### config.mk
export PLATFORM = sky130hd
export DESIGN_NAME = salc_ram
export DESIGN_NICKNAME = d
export VERILOG_FILES = /design/src/rtl/salc_ram.sv
export SDC_FILE = /design/constraint.sdc
export NUM_CORES = 1
export LEC_CHECK = 0
export BUFFER_PORTS_ARGS = -buffer_cell sky130_fd_sc_hd__clkbuf_2
export CORE_UTILIZATION = 43
export CTS_CLUSTER_SIZE = 40
export DETAILED_ROUTE_END_ITERATION = 12
export PLACE_DENSITY_LB_ADDON = 0.12
export SLEW_MARGIN = 20
export SYNTH_ARGS = -nofsm -noshare
export SYNTH_HDL_FRONTEND = slang
export SYNTH_SLANG_ARGS = --single-unit
### constraint.sdc
create_clock -name clk -period 4.44 [get_ports clk]
set_input_delay 0.888 -clock clk [delete_from_list [all_inputs] [get_ports clk]]
set_output_delay 0.888 -clock clk [all_outputs]
set_load 0.05 [all_outputs]
### src/rtl/salc_ram.sv
// Generic single-write, single-read RAM with registered read data.
`default_nettype none
module salc_ram #(
  parameter int WIDTH = 8,
  parameter int DEPTH = 64,
  localparam int ADDR_W = (DEPTH > 1) ? $clog2(DEPTH) : 1
) (
  input  wire logic                      clk,
  input  wire logic                      wr_en,
  input  wire logic [ADDR_W-1:0]         wr_addr,
  input  wire logic [WIDTH-1:0]          wr_data,
  input  wire logic                      rd_en,
  input  wire logic [ADDR_W-1:0]         rd_addr,
  output logic      [WIDTH-1:0]          rd_data
);
  logic [WIDTH-1:0] mem [DEPTH];

  always_ff @(posedge clk) begin
    if (wr_en) begin
      mem[wr_addr] <= wr_data;
    end
    if (rd_en) begin
      rd_data <= mem[rd_addr];
    end
  end
endmodule
`default_nettype wire

==> metrics.md, run 1 <==
| Metric | Value |
|---|---|
| Status | completed |
| Syn Nets | 963 |
| Die width | 219.0 µm |
| Core Footprint | 46460 µm² |
| Global route overflow | 0 |
| Clk_lat worst skew | approximately 0.6 ns |
| F_max | 329.4 MHz |
| Sequential area share after synthesis | 77.12% |
| Pre-Repair DR Iteration Count | 5 |
| 1st-iter DRT viols | roughly 840 |
| Worst VDD drop | 0.2751 mV |
| H-tree levels | 2 |
| Uppermost layer routed | met5 |
| Final worst setup slack | roughly 1.4 ns |
| Initial antenna violation count | 3 |
| Arr. time, crit path | ~3.4 ns |
| CTS hold repair buffers | 0 |
| Worst-Margin Slew | between 1 and 1.5 ns |
| Leakage | between 7 and 8 nW |
| WP data required | ~4.8 ns |
| Setup tns final | 0 ns |
| Crit-path max FO | 37 |
| GPL Wtd Cong | 0.8118 |
| Crit path from | rd_addr[0] |
| Wl on met1 | 22170 µm |
| Crit path kind | in -> reg |
| Routed wl met3 | 2696 µm |
| Top cell type's share of synthesized area | 77.12% |
| Ratio of total power to cell area | 462.9 nW/µm² |
| Worst R2R Setup Slack | roughly 2.1 ns |
| Die area | 47960 µm² |
| Area contributors post-synth | edfxtp_1, mux4_2, nor2_1 |
| Crit. End Element | flop |
| Area growth, synth to finish | 13.43% |
| Hold WC Path Type | in -> reg |
| Fillers | 3747 |
| Setup Buffers After CTS | 0 |
| FP Rows | 79 |
| Global-route wire length before repair | 70490 µm |
| R2R Path Start | mem[29][4] |
| Gr usage total | between 20% and 30% |
| IO buf count | 30 |
| Largest net degree at the start of global routing | 65 |
| Setup crit end | rd_data[4] |
| Routed via count | 9604 |
| Critical path launch point type | primary input |
| Reg2reg end | rd_data[4] |
| Post-synthesis cell count | between 900 and 1000 |
| Final Setup Violations | 0 |
| Fin crit share | 68.38% |
| Clock Skew | 0.02283 ns |
| Dominant synthesized flop cell | edfxtp_1 |
| DP Wirelength | 30170 µm |
| Root Buffer Master | clkbuf_16 |
| Number of synthesized register bits | 520 |
| CTS tree | yes |
| IO Pins | 31 |
| Cell variety after synth | 39 |
| Vias per inst | ~5.8 |
| Worst r2r path cells | 5 |
| Clock slew at reported path FFs | 0.06 ns |
| RSZ-0062 raised after global routing | false |
| Post-route ant nets | 0 |
| DP Worst Slack | 0.7297 ns |
| Total CTS buffers | 55 |
| Detailed Route WL | around 48000 µm |
| Final hold vios | 0 |
| Layout net count | roughly 1000 |
| Slew headroom | roughly 28% |
| DR WL/cell | between 20 and 30 µm |
| Min Clock Period, post-route | 3.036 ns |
| Leading area contributor after synthesis | edfxtp_1 |
| Initial cell density of the core | 43.58% |
| Max-Cap Viols | 0 |
| Resized Gates After CTS | 0 |
| Vias in the first global route | around 10000 |
| Routed wl met2 | 22650 µm |
| Avg Cell Area, Syn | between 20 and 25 µm² |
| Synthesized cell area | 20250 µm² |
| Fraction of layout cells with a size suffix above 1 | 27.35% |
| Die Ht | 219.0 µm |
| DRC | 0 |
| Clock net sink count | 520 |
| Post-synth ARST share | 0% |
| Clock tree buffer depth | 3 |
| EDFF count, synth | 520 |
| Yosys warns | 0 |
| Max-slew violations | 0 |
-- cells in the mapped netlist (8+ instances only) --
cell / n
nor2_1: 83
edfxtp_1: 520
nand2_1: 19
mux2i_1: 23
nand3_1: 13
buf_4: 13
clkbuf_1: 17
o22ai_1: 8
nor2b_1: 14
mux4_2: 126
mux2_2: 13
o221ai_1: 8
buf_2: 11
-- power by group --
group	internal [mW]	leakage, nW	total (mW)	switching, mW
Clock	2.77	0.901	4.64	1.87
Combinational	0.190	1.59	0.530	0.340
Sequential	5.45	4.69	5.46	0.0153
Total	8.40	7.18	10.6	2.23
-- flip-flops by register name (all words and copies together) (netlist names) --
register  count
mem         512
rd_data       8
-- critical path, stage by stage --
cell and delay, ns:
clkbuf_8 0.43, buf_4 0.28, mux4_2 0.51, mux2_2 0.28, o221a_2 0.28, nor3_1 0.49, o32ai_1 0.18
-- through the flow --
step           area (µm²)  total power, mW  cells  hold slack (ns)  utilization [%]
3_5_place_dp        21150            6.105   1561           0.9022            45.53
6_report            22970            10.63   1663           0.7293            49.43
5_1_grt             22960            10.91   1660           0.7157            49.42
3_3_place_gp        21150            6.101   1561           0.9093            45.53
2_1_floorplan       20250            5.869    940           0.7971                -
4_1_cts             22960            10.72   1660           0.6922            49.42
-- worst min path at each step --
stage	from	to	slack [ns]	cells past startpoint
6_report	rd_en	rd_data[0]	0.73	1
5_1_grt	rd_en	rd_data[0]	0.72	1
4_1_cts	rd_en	rd_data[0]	0.69	1
3_5_place_dp	mem[30][6]	rd_data[6]	0.90	3
3_3_place_gp	mem[31][6]	rd_data[6]	0.91	3
2_1_floorplan	mem[34][0]	rd_data[0]	0.80	4
-- cell families (layout without fill, tap and decap cells) --
logic type | count (synthesis) | after routing | synth area share [%]
buffers and inverters | 51 | 164 | 1.563
muxes | 162 | 162 | 15.88
AOI/OAI and AO/OA | 54 | 54 | 2.064
DFF | 520 | 520 | 77.12
other | 0 | 3 | 0
and+or+nand+nor | 153 | 153 | 3.374
-- area by class of cell --
type                    count  area [µm²]  area share, %
flip-flops and latches    520       15620          67.99
multi-input cells         369        4315          18.79
clock buffers              59        1391          6.058
well taps                 607       759.5          3.307
repair buffers             65       464.2          2.021
clock inverters            40       412.9          1.798
diodes                      3       7.507        0.03269
-- layout by cell type, fill, tap and decap left out, types with 4 or more instances in the layout --
master     synthesis  routed
nand2_1           19      19
bufinv_16          0       9
nor2b_1           14      14
o22ai_1            8       8
nor3_1             7       7
mux4_2           126     126
nor2_1            83      83
a221oi_1           6       6
o221ai_1           8       8
clkbuf_1          17       4
mux2i_1           23      23
clkbuf_16          0      55
buf_4             13      34
nand3_1           13      13
clkinv_2           0      17
clkinv_1           0      13
nand2b_1           7       7
edfxtp_1         520     520
mux2_2            13      13
clkbuf_2           0      27
a211oi_1           4       4
-- layer usage --
| metal | vias to the layer above | global-route usage, % |
|---|---|---|
| li1 | 4081 | - |
| met5 | - | 0 |
| met4 | 2 | 4.792 |
| met1 | 5168 | 31.14 |
| met2 | 295 | 32.01 |
| met3 | 58 | 4.089 |
Power figures use the tool's default switching activity.
==> run 2, diff against run 1 <==
==> constraint.sdc (replaced) <==
create_clock -name clk -period 2.9 [get_ports clk]
set_input_delay 0.58 -clock clk [delete_from_list [all_inputs] [get_ports clk]]
set_output_delay 0.58 -clock clk [all_outputs]
set_load 0.05 [all_outputs]
==> run 2 against run 1 <==
Clock power is 45% higher. Count of clock-buffer cells in the layout is 4 higher. Wire length down 1.4%. Via count increased by 1.7%. Critical endpoint is now rd_data[5]. Largest cell class unchanged. Largest power group unchanged.
==> metrics.md, run 2 (synthesis gave the netlist of run 1 again) <==
| Metric | Value |
|---|---|
| Worst VDD drop | 0.4557 mV (+66%) |
| Global-route wire length before repair | 69510 µm (-1.4%) |
| Clock slew at reported path FFs | 0.06 ns (about the same) |
| Crit-path max FO | 15 (-59%) |
| Switching Fraction | 21.08% (+0.15 points) |
| Final Setup Violations | 0 (unchanged) |
| Met2 GRT Util | 32.15% (+0.14 points) |
| DP Wirelength | 30770 µm (+2.0%) |
| Area growth, synth to finish | 16.49% |
| Arr. time, crit path | 2.51 ns (-0.85 ns) |
| Vias per inst | 5.600 (-3.0%) |
| Max FFs per register | 512 (unchanged) |
| Layout net count | 1117 (+8.0%) |
| Layer carrying the most global-route usage | met2 |
| Most flop-heavy register | mem |
| Most frequent cells in the layout | edfxtp_1, mux4_2, buf_4 |
| Clock tree buffer depth | 3 (unchanged) |
| Largest net degree at the start of global routing | 50 (-23%) |
| Crit path kind | in -> reg |
| Worst-Margin Slew | 1.052 ns (-0.03089 ns) |
| Setup tns final | 0 ns (unchanged) |
| Max-slew violations | 0 (unchanged) |
| Root Buffer Master | clkbuf_16 |
| Worst r2r path cells | 5 (unchanged) |
| Power Total | 15.97 mW (+50%) |
| Final hold vios | 0 (unchanged) |
| Post-Route Utilization | 50.77% (+1.3 points) |
| Crit. End Element | flop |
| Critical path launch point type | primary input |
| Fin cells | 1744 (+4.9%) |
| Clock net sink count | 520 (unchanged) |
| Internal Power | 12.60 mW (+50%) |
| Setup Buffers After CTS | 0 (unchanged) |
| H-tree levels | 2 (unchanged) |
| Fraction of layout cells with a size suffix above 1 | 32.39% (+5.0 points) |
| GPL Wtd Cong | 0.8084 (-0.42%) |
| Pre-Repair DR Iteration Count | 5 (unchanged) |
| WHS Path Cells | 1 (unchanged) |
| Leakage | 7.585 nW (+5.6%) |
| 1st-iter DRT viols | 918 (+9.0%) |
| Initial antenna violation count | 1 (-2) |
| Worst hold slack | 0.3756 ns (-0.3537 ns) |
| WP data required | 3.24 ns (-1.52 ns) |
| Max-Cap Viols | 0 (unchanged) |
| DP Worst Slack | 0.1281 ns (-0.6016 ns) |
| RSZ-0062 raised after global routing | false |
| Global route overflow | 0 (unchanged) |
| DR WL/cell | 27.33 µm (-6.0%) |
| Die area | 47960 µm² (unchanged) |
| Reg power frac | 52.3% (+0.9 points) |
| Commonest non-fill, non-tap cell in the layout | edfxtp_1 |
| Final worst setup slack | 0.7311 ns (-0.6728 ns) |
| Hold WC Path Type | in -> reg |
| Clk_lat worst skew | 0.60 ns (about the same) |
| Total CTS buffers | 53 (-3.6%) |
| Core Footprint | 46460 µm² (unchanged) |
| Fin crit share | between 70% and 80% |
| DRC | 0 (unchanged) |
| CTS hold repair buffers | 0 (unchanged) |
| Placed Area | 21870 µm² (+3.4%) |
| Die width | 219.0 µm (unchanged) |
| Min Clock Period, post-route | 2.169 ns |
| F_max | 461.1 MHz |
| Comb power frac | 5.4% (+0.4 points) |
| Status | completed |
| Finished Cell Area | 23590 µm² (+2.7%) |
| Clock power share | 42.3% (-1.3 points) |
| CTS tree | yes |
| Post-route ant nets | 0 (unchanged) |
| Detailed Route WL | 47670 µm (-1.4%) |
| Post-Place Cells | 1646 (+5.4%) |
| Biggest regs | mem: 512 flops, rd_data: 8 flops |
| Gr usage total | 20.61% (-0.32 points) |
| IO buf count | 30 (unchanged) |
| Vias in the first global route | 10050 (+2.1%) |
| Routed via count | 9766 (+1.7%) |
| Die Ht | 219.0 µm (unchanged) |
| Psw | 3.367 mW (+51%) |
| Clock Skew | 0.02302 ns (+0.0001918 ns) |
| Initial cell density of the core | 43.58% (unchanged) |
| IO Pins | 31 (unchanged) |
| Global routing usage on met1 | 29.84% (-1.3 points) |
| Slew headroom | 29.85% (+2.3 points) |
| Resized Gates After CTS | 0 (unchanged) |
| Met3 Use GR | 3.382% (-0.71 points) |
| FP Rows | 79 (unchanged) |
| Ratio of total power to cell area | 677.2 nW/µm² (+46%) |
run 2: cell types whose count changed in the layout (fill, tap and decap cells not counted), sizes merged:
cell,previous run,this run
buf,37,123
clkbuf,87,90
diode,3,1
clkinvlp,0,4
clkinv,30,23
bufinv,9,6
run 2: power groups by stage:
stage               combinational (mW)  clock, mW  sequential [mW]
floorplan                        0.444          0             8.54
global placement                 0.866          0             8.52
detailed placement               0.872          0             8.52
CTS                              0.874       6.91             8.36
global route                     0.918       7.17             8.36
finish                           0.857       6.75             8.36
run 2: metal layers:
layer  vias up  share of wire [%]
li1       4263                  -
met1      5156                 45
met2       282                 47
met3        65                5.3
met4         0                2.2
met5         -                  0
run 2: layout make-up:
class	instances	area, µm²
fillers	3739	22870
clock buffers	63	1385
flip-flops and latches	520	15620
repair buffers	150	1177
clock inverters	34	331.6
diodes	1	2.502
multi-input cells	369	4315
well taps	607	759.5
run 2: worst paths after layout:
check                           startpoint         end  slack [ns]
worst max-delay path            rd_addr[0]  rd_data[5]        0.73
worst min-delay path            wr_data[5]  mem[63][5]        0.38
worst max register to register  mem[24][6]  rd_data[6]        0.77
worst min register to register  mem[26][4]  rd_data[4]        0.92
run 2: worst max-delay path: stages:
cell	delay, ns
clkbuf_8	0.15
buf_12	0.18
buf_4	0.20
mux4_2	0.56
mux4_2	0.57
o21ai_1	0.15
o41ai_1	0.08
==> run 3, diff against run 2 <==
--- a/config.mk
+++ b/config.mk
@@ -5,6 +5,7 @@
 export SDC_FILE = /design/constraint.sdc
 export NUM_CORES = 1
 export LEC_CHECK = 0
+export ABC_AREA = 1
 export BUFFER_PORTS_ARGS = -buffer_cell sky130_fd_sc_hd__clkbuf_2
 export CORE_UTILIZATION = 43
 export CTS_CLUSTER_SIZE = 40
==> constraint.sdc (replaced) <==
create_clock -name clk -period 1.8 [get_ports clk]
set_input_delay 0.36 -clock clk [delete_from_list [all_inputs] [get_ports clk]]
set_output_delay 0.36 -clock clk [all_outputs]
set_load 0.05 [all_outputs]
==> run 3 against run 2 <==
Via count up 44%. Count of clock-buffer cells in the layout up 8. Combinational power up 120%. Core utilization up 0.19 points. Critical endpoint is now rd_data[5]. Sequential power up 61%. Critical path depth down 6. Clock power up 54%. Synthesized area up 5.8%. Total power up 61%. First-iteration DRC count up 39%. Non-clock buffer count up 58. Global-route usage up 2.5 points.
==> metrics.md, run 3 <==
| Metric | Value |
|---|---|
| Setup Buffers After CTS | 0 (unchanged) |
| Worst r2r path cells | 8 (+3) |
| Final worst setup slack | 0.04757 ns (-0.6835 ns) |
| DP Wirelength | 35360 µm (+15%) |
| IO buf count | 30 (unchanged) |
| Slowest stage delay, CP | 0.46 ns (-0.11 ns) |
| Routed via count | 14040 (+44%) |
| Crit-path max FO | 1 (-14) |
| Critical path launch point type | flop |
| Setup tns final | 0 ns (unchanged) |
| DRC | 0 (unchanged) |
| Die area | 50710 µm² (+5.7%) |
| Most common cell in the netlist | nand2_1 |
| Internal Power | 19.82 mW (+57%) |
| Cell family contributing the most delay on the critical path | flip-flops |
| Fraction of layout cells with a size suffix above 1 | 14.66% (-18 points) |
| Clock slew at reported path FFs | 0.06 ns (about the same) |
| FP Rows | 81 (+2.5%) |
| Vias per inst | 5.271 (-5.9%) |
| Synthesized cell area | 21420 µm² (+5.8%) |
| Final hold vios | 0 (unchanged) |
| H-tree levels | 2 (unchanged) |
| Dominant synthesized flop cell | edfxtp_1 |
| Sequential area share after synthesis | 72.90% (-4.2 points) |
| Most frequent cells in the layout | nand2_1, edfxtp_1, nand3_1 |
| Post-Place Cells | 2564 (+56%) |
| GPL Wtd Cong | 0.8564 (+5.9%) |
| DP Worst Slack | -0.2696 ns (-0.3977 ns) |
| Gr usage total | 23.07% (+2.5 points) |
| Hold path endpoint | rd_data[4] |
| Min Clock Period, post-route | 1.752 ns |
| Number of synthesized register bits | 520 (unchanged) |
| Psw | 5.887 mW (+75%) |
| Yosys warns | 0 (unchanged) |
| Area contributors post-synth | edfxtp_1, nand2_1, nand3_1 |
| Root Buffer Master | clkbuf_16 |
| Total CTS buffers | 55 (+3.8%) |
| Slew headroom | 62.95% (+33 points) |
| Top cell type's share of synthesized area | 72.90% (-4.2 points) |
| Final Setup Violations | 0 (unchanged) |
| Post-synth ARST share | 0% (unchanged) |
| 1st-iter DRT viols | 1279 (+39%) |
| Largest net degree at the start of global routing | 79 (+58%) |
| Reg2reg end | rd_data[4] |
| Max-slew violations | 0 (unchanged) |
| Cells along the critical path | clkbuf_2 |
| Clock Skew | 0.01823 ns (-0.004789 ns) |
| EDFF count, synth | 520 (unchanged) |
| Synth Area in Compound Gates | 0% (-2.1 points) |
| Reg power frac | 52.4% (about the same) |
| Fin crit share | 97.36% |
| Global-route wire length before repair | 85810 µm (+23%) |
| Max FFs per register | 512 (unchanged) |
| RSZ-0062 raised after global routing | false |
| CTS hold repair buffers | 0 (unchanged) |
| Syn Nets | 1828 (+90%) |
| Buf/Inv on CP | 1 (-2) |
| Leakage | 9.217 nW (+22%) |
| Commonest non-fill, non-tap cell in the layout | nand2_1 |
| Resized Gates After CTS | 0 (unchanged) |
| Fillers | 4396 (+18%) |
| R2R Path Start | mem[55][4] |
| WHS Path Cells | 1 (unchanged) |
| Leading area contributor after synthesis | edfxtp_1 |
| WP data required | 1.44 ns (-1.80 ns) |
| Post-Route Utilization | 50.96% (+0.19 points) |
| Worst VDD drop | 0.7671 mV (+68%) |
| Arr. time, crit path | 1.39 ns (-1.12 ns) |
| Fin cells | 2663 (+53%) |
| Worst R2R Setup Slack | 0.22 ns (-0.55 ns) |
| Clock net sink count | 520 (unchanged) |
| Post-synthesis adder-cell area fraction | 0% (unchanged) |
| Ratio of total power to cell area | 1028 nW/µm² (+52%) |
| Clock tree buffer depth | 3 (unchanged) |
| Post-synthesis cell count | 1805 (+92%) |
| Worst-Margin Slew | 0.5558 ns (-0.4965 ns) |
| Hold WC Path Type | in -> reg |
| Critical path depth | 1 (-6) |
| IO Pins | 31 (unchanged) |
| Status | completed |
| Die Ht | 225.2 µm (+2.8%) |
| DR WL/cell | 21.39 µm (-22%) |
| Crit path kind | reg -> out |
| Largest family of logic cells by synthesized area | simple AND/OR/NAND/NOR gates |
| Initial antenna violation count | 2 (+1) |
| Post-synthesis mux area share | 0% (-16 points) |
| Global route overflow | 0 (unchanged) |
| Layout net count | 1980 (+77%) |
| Detailed Route WL | 56960 µm (+20%) |
| Most flop-heavy register | mem |
| Cell variety after synth | 15 (-62%) |
| Synth Area in XOR/XNOR | 0% (unchanged) |
| Avg Cell Area, Syn | 11.87 µm² (-45%) |
| Pre-Repair DR Iteration Count | 5 (unchanged) |
| Worst hold slack | 0.1940 ns (-0.1816 ns) |
| Min-delay src | rd_en |
| Final antenna diode count | 0 (-1) |
| Crit. End Element | output port |
| Core Footprint | 49050 µm² (+5.6%) |
| Post-route ant nets | 0 (unchanged) |
| Clock power share | 40.4% (-1.9 points) |
| Initial cell density of the core | 43.67% (+0.084 points) |
| Comb power frac | 7.2% (+1.8 points) |
| Vias in the first global route | 13600 (+35%) |
| Max-Cap Viols | 0 (unchanged) |
| Biggest regs | mem: 512 flops, rd_data: 8 flops |
| F_max | 570.6 MHz |
| CTS tree | yes |
| Commonest cells in the netlist | nand2_1, edfxtp_1, nand3_1 |
| Area growth, synth to finish | 16.69% |
| Simple-gate share of the synthesized area | 23.09% (+20 points) |
| Slowest stage cell, crit path | edfxtp_1 |
| Clk_lat worst skew | 0.61 ns (about the same) |
| Switching Fraction | 22.90% (+1.8 points) |
| Die width | 225.2 µm (+2.8%) |
-- run 3: kinds of logic (layout without fill, tap and decap cells) --
kind of cell	count (synthesis)	in the layout
DFF	520	520
and+or+nand+nor	1160	1160
buffers and inverters	125	319
-- run 3: metrics by stage --
step,cell area [µm²],power (mW)
global placement,23360,15.58
global route,25000,26.54
floorplan,21500,14.72
CTS,25000,25.98
detailed placement,23360,15.59
finish,25000,25.71
-- run 3: metal layers --
metal | GRT usage (%) | up-vias | wire [µm]
met1 | 33.17 | 6871 | 25850
met3 | 3.416 | 95 | 3261
li1 | - | 6669 | -
met2 | 35.76 | 399 | 26030
met4 | 8.141 | 4 | 1792
met5 | 0 | - | 23
-- run 3: power by group through the flow --
stage | clock, mW | combinational (mW) | sequential [mW]
2_1_floorplan | 0 | 0.954 | 13.8
3_3_place_gp | 0 | 1.86 | 13.7
3_5_place_dp | 0 | 1.87 | 13.7
4_1_cts | 10.6 | 1.87 | 13.5
5_1_grt | 11.0 | 2.03 | 13.5
6_report | 10.4 | 1.86 | 13.5
-- run 3: final cells by class --
class	instances	area (µm²)	share of cell area, %
Clock buffer	71	1458	5.832
Sequential cell	520	15620	62.47
Clock inverter	28	173.9	0.6958
Inverter	12	52.55	0.2102
Timing Repair Buffer	208	1861	7.444
Multi-Input combinational cell	1160	5005	20.02
Tap cell	664	830.8	3.324
-- run 3: how the worst max path moves through the flow --
stage	slack, ns	endpoint	startpoint
6_report	0.05	rd_data[5]	rd_data[5]
2_1_floorplan	-0.15	mem[50][0]	wr_addr[1]
4_1_cts	0.006	rd_data[3]	rd_data[3]
3_5_place_dp	-0.27	rd_data[4]	rd_addr[1]
3_3_place_gp	-0.27	rd_data[2]	rd_addr[0]
5_1_grt	0.02	rd_data[5]	rd_data[5]
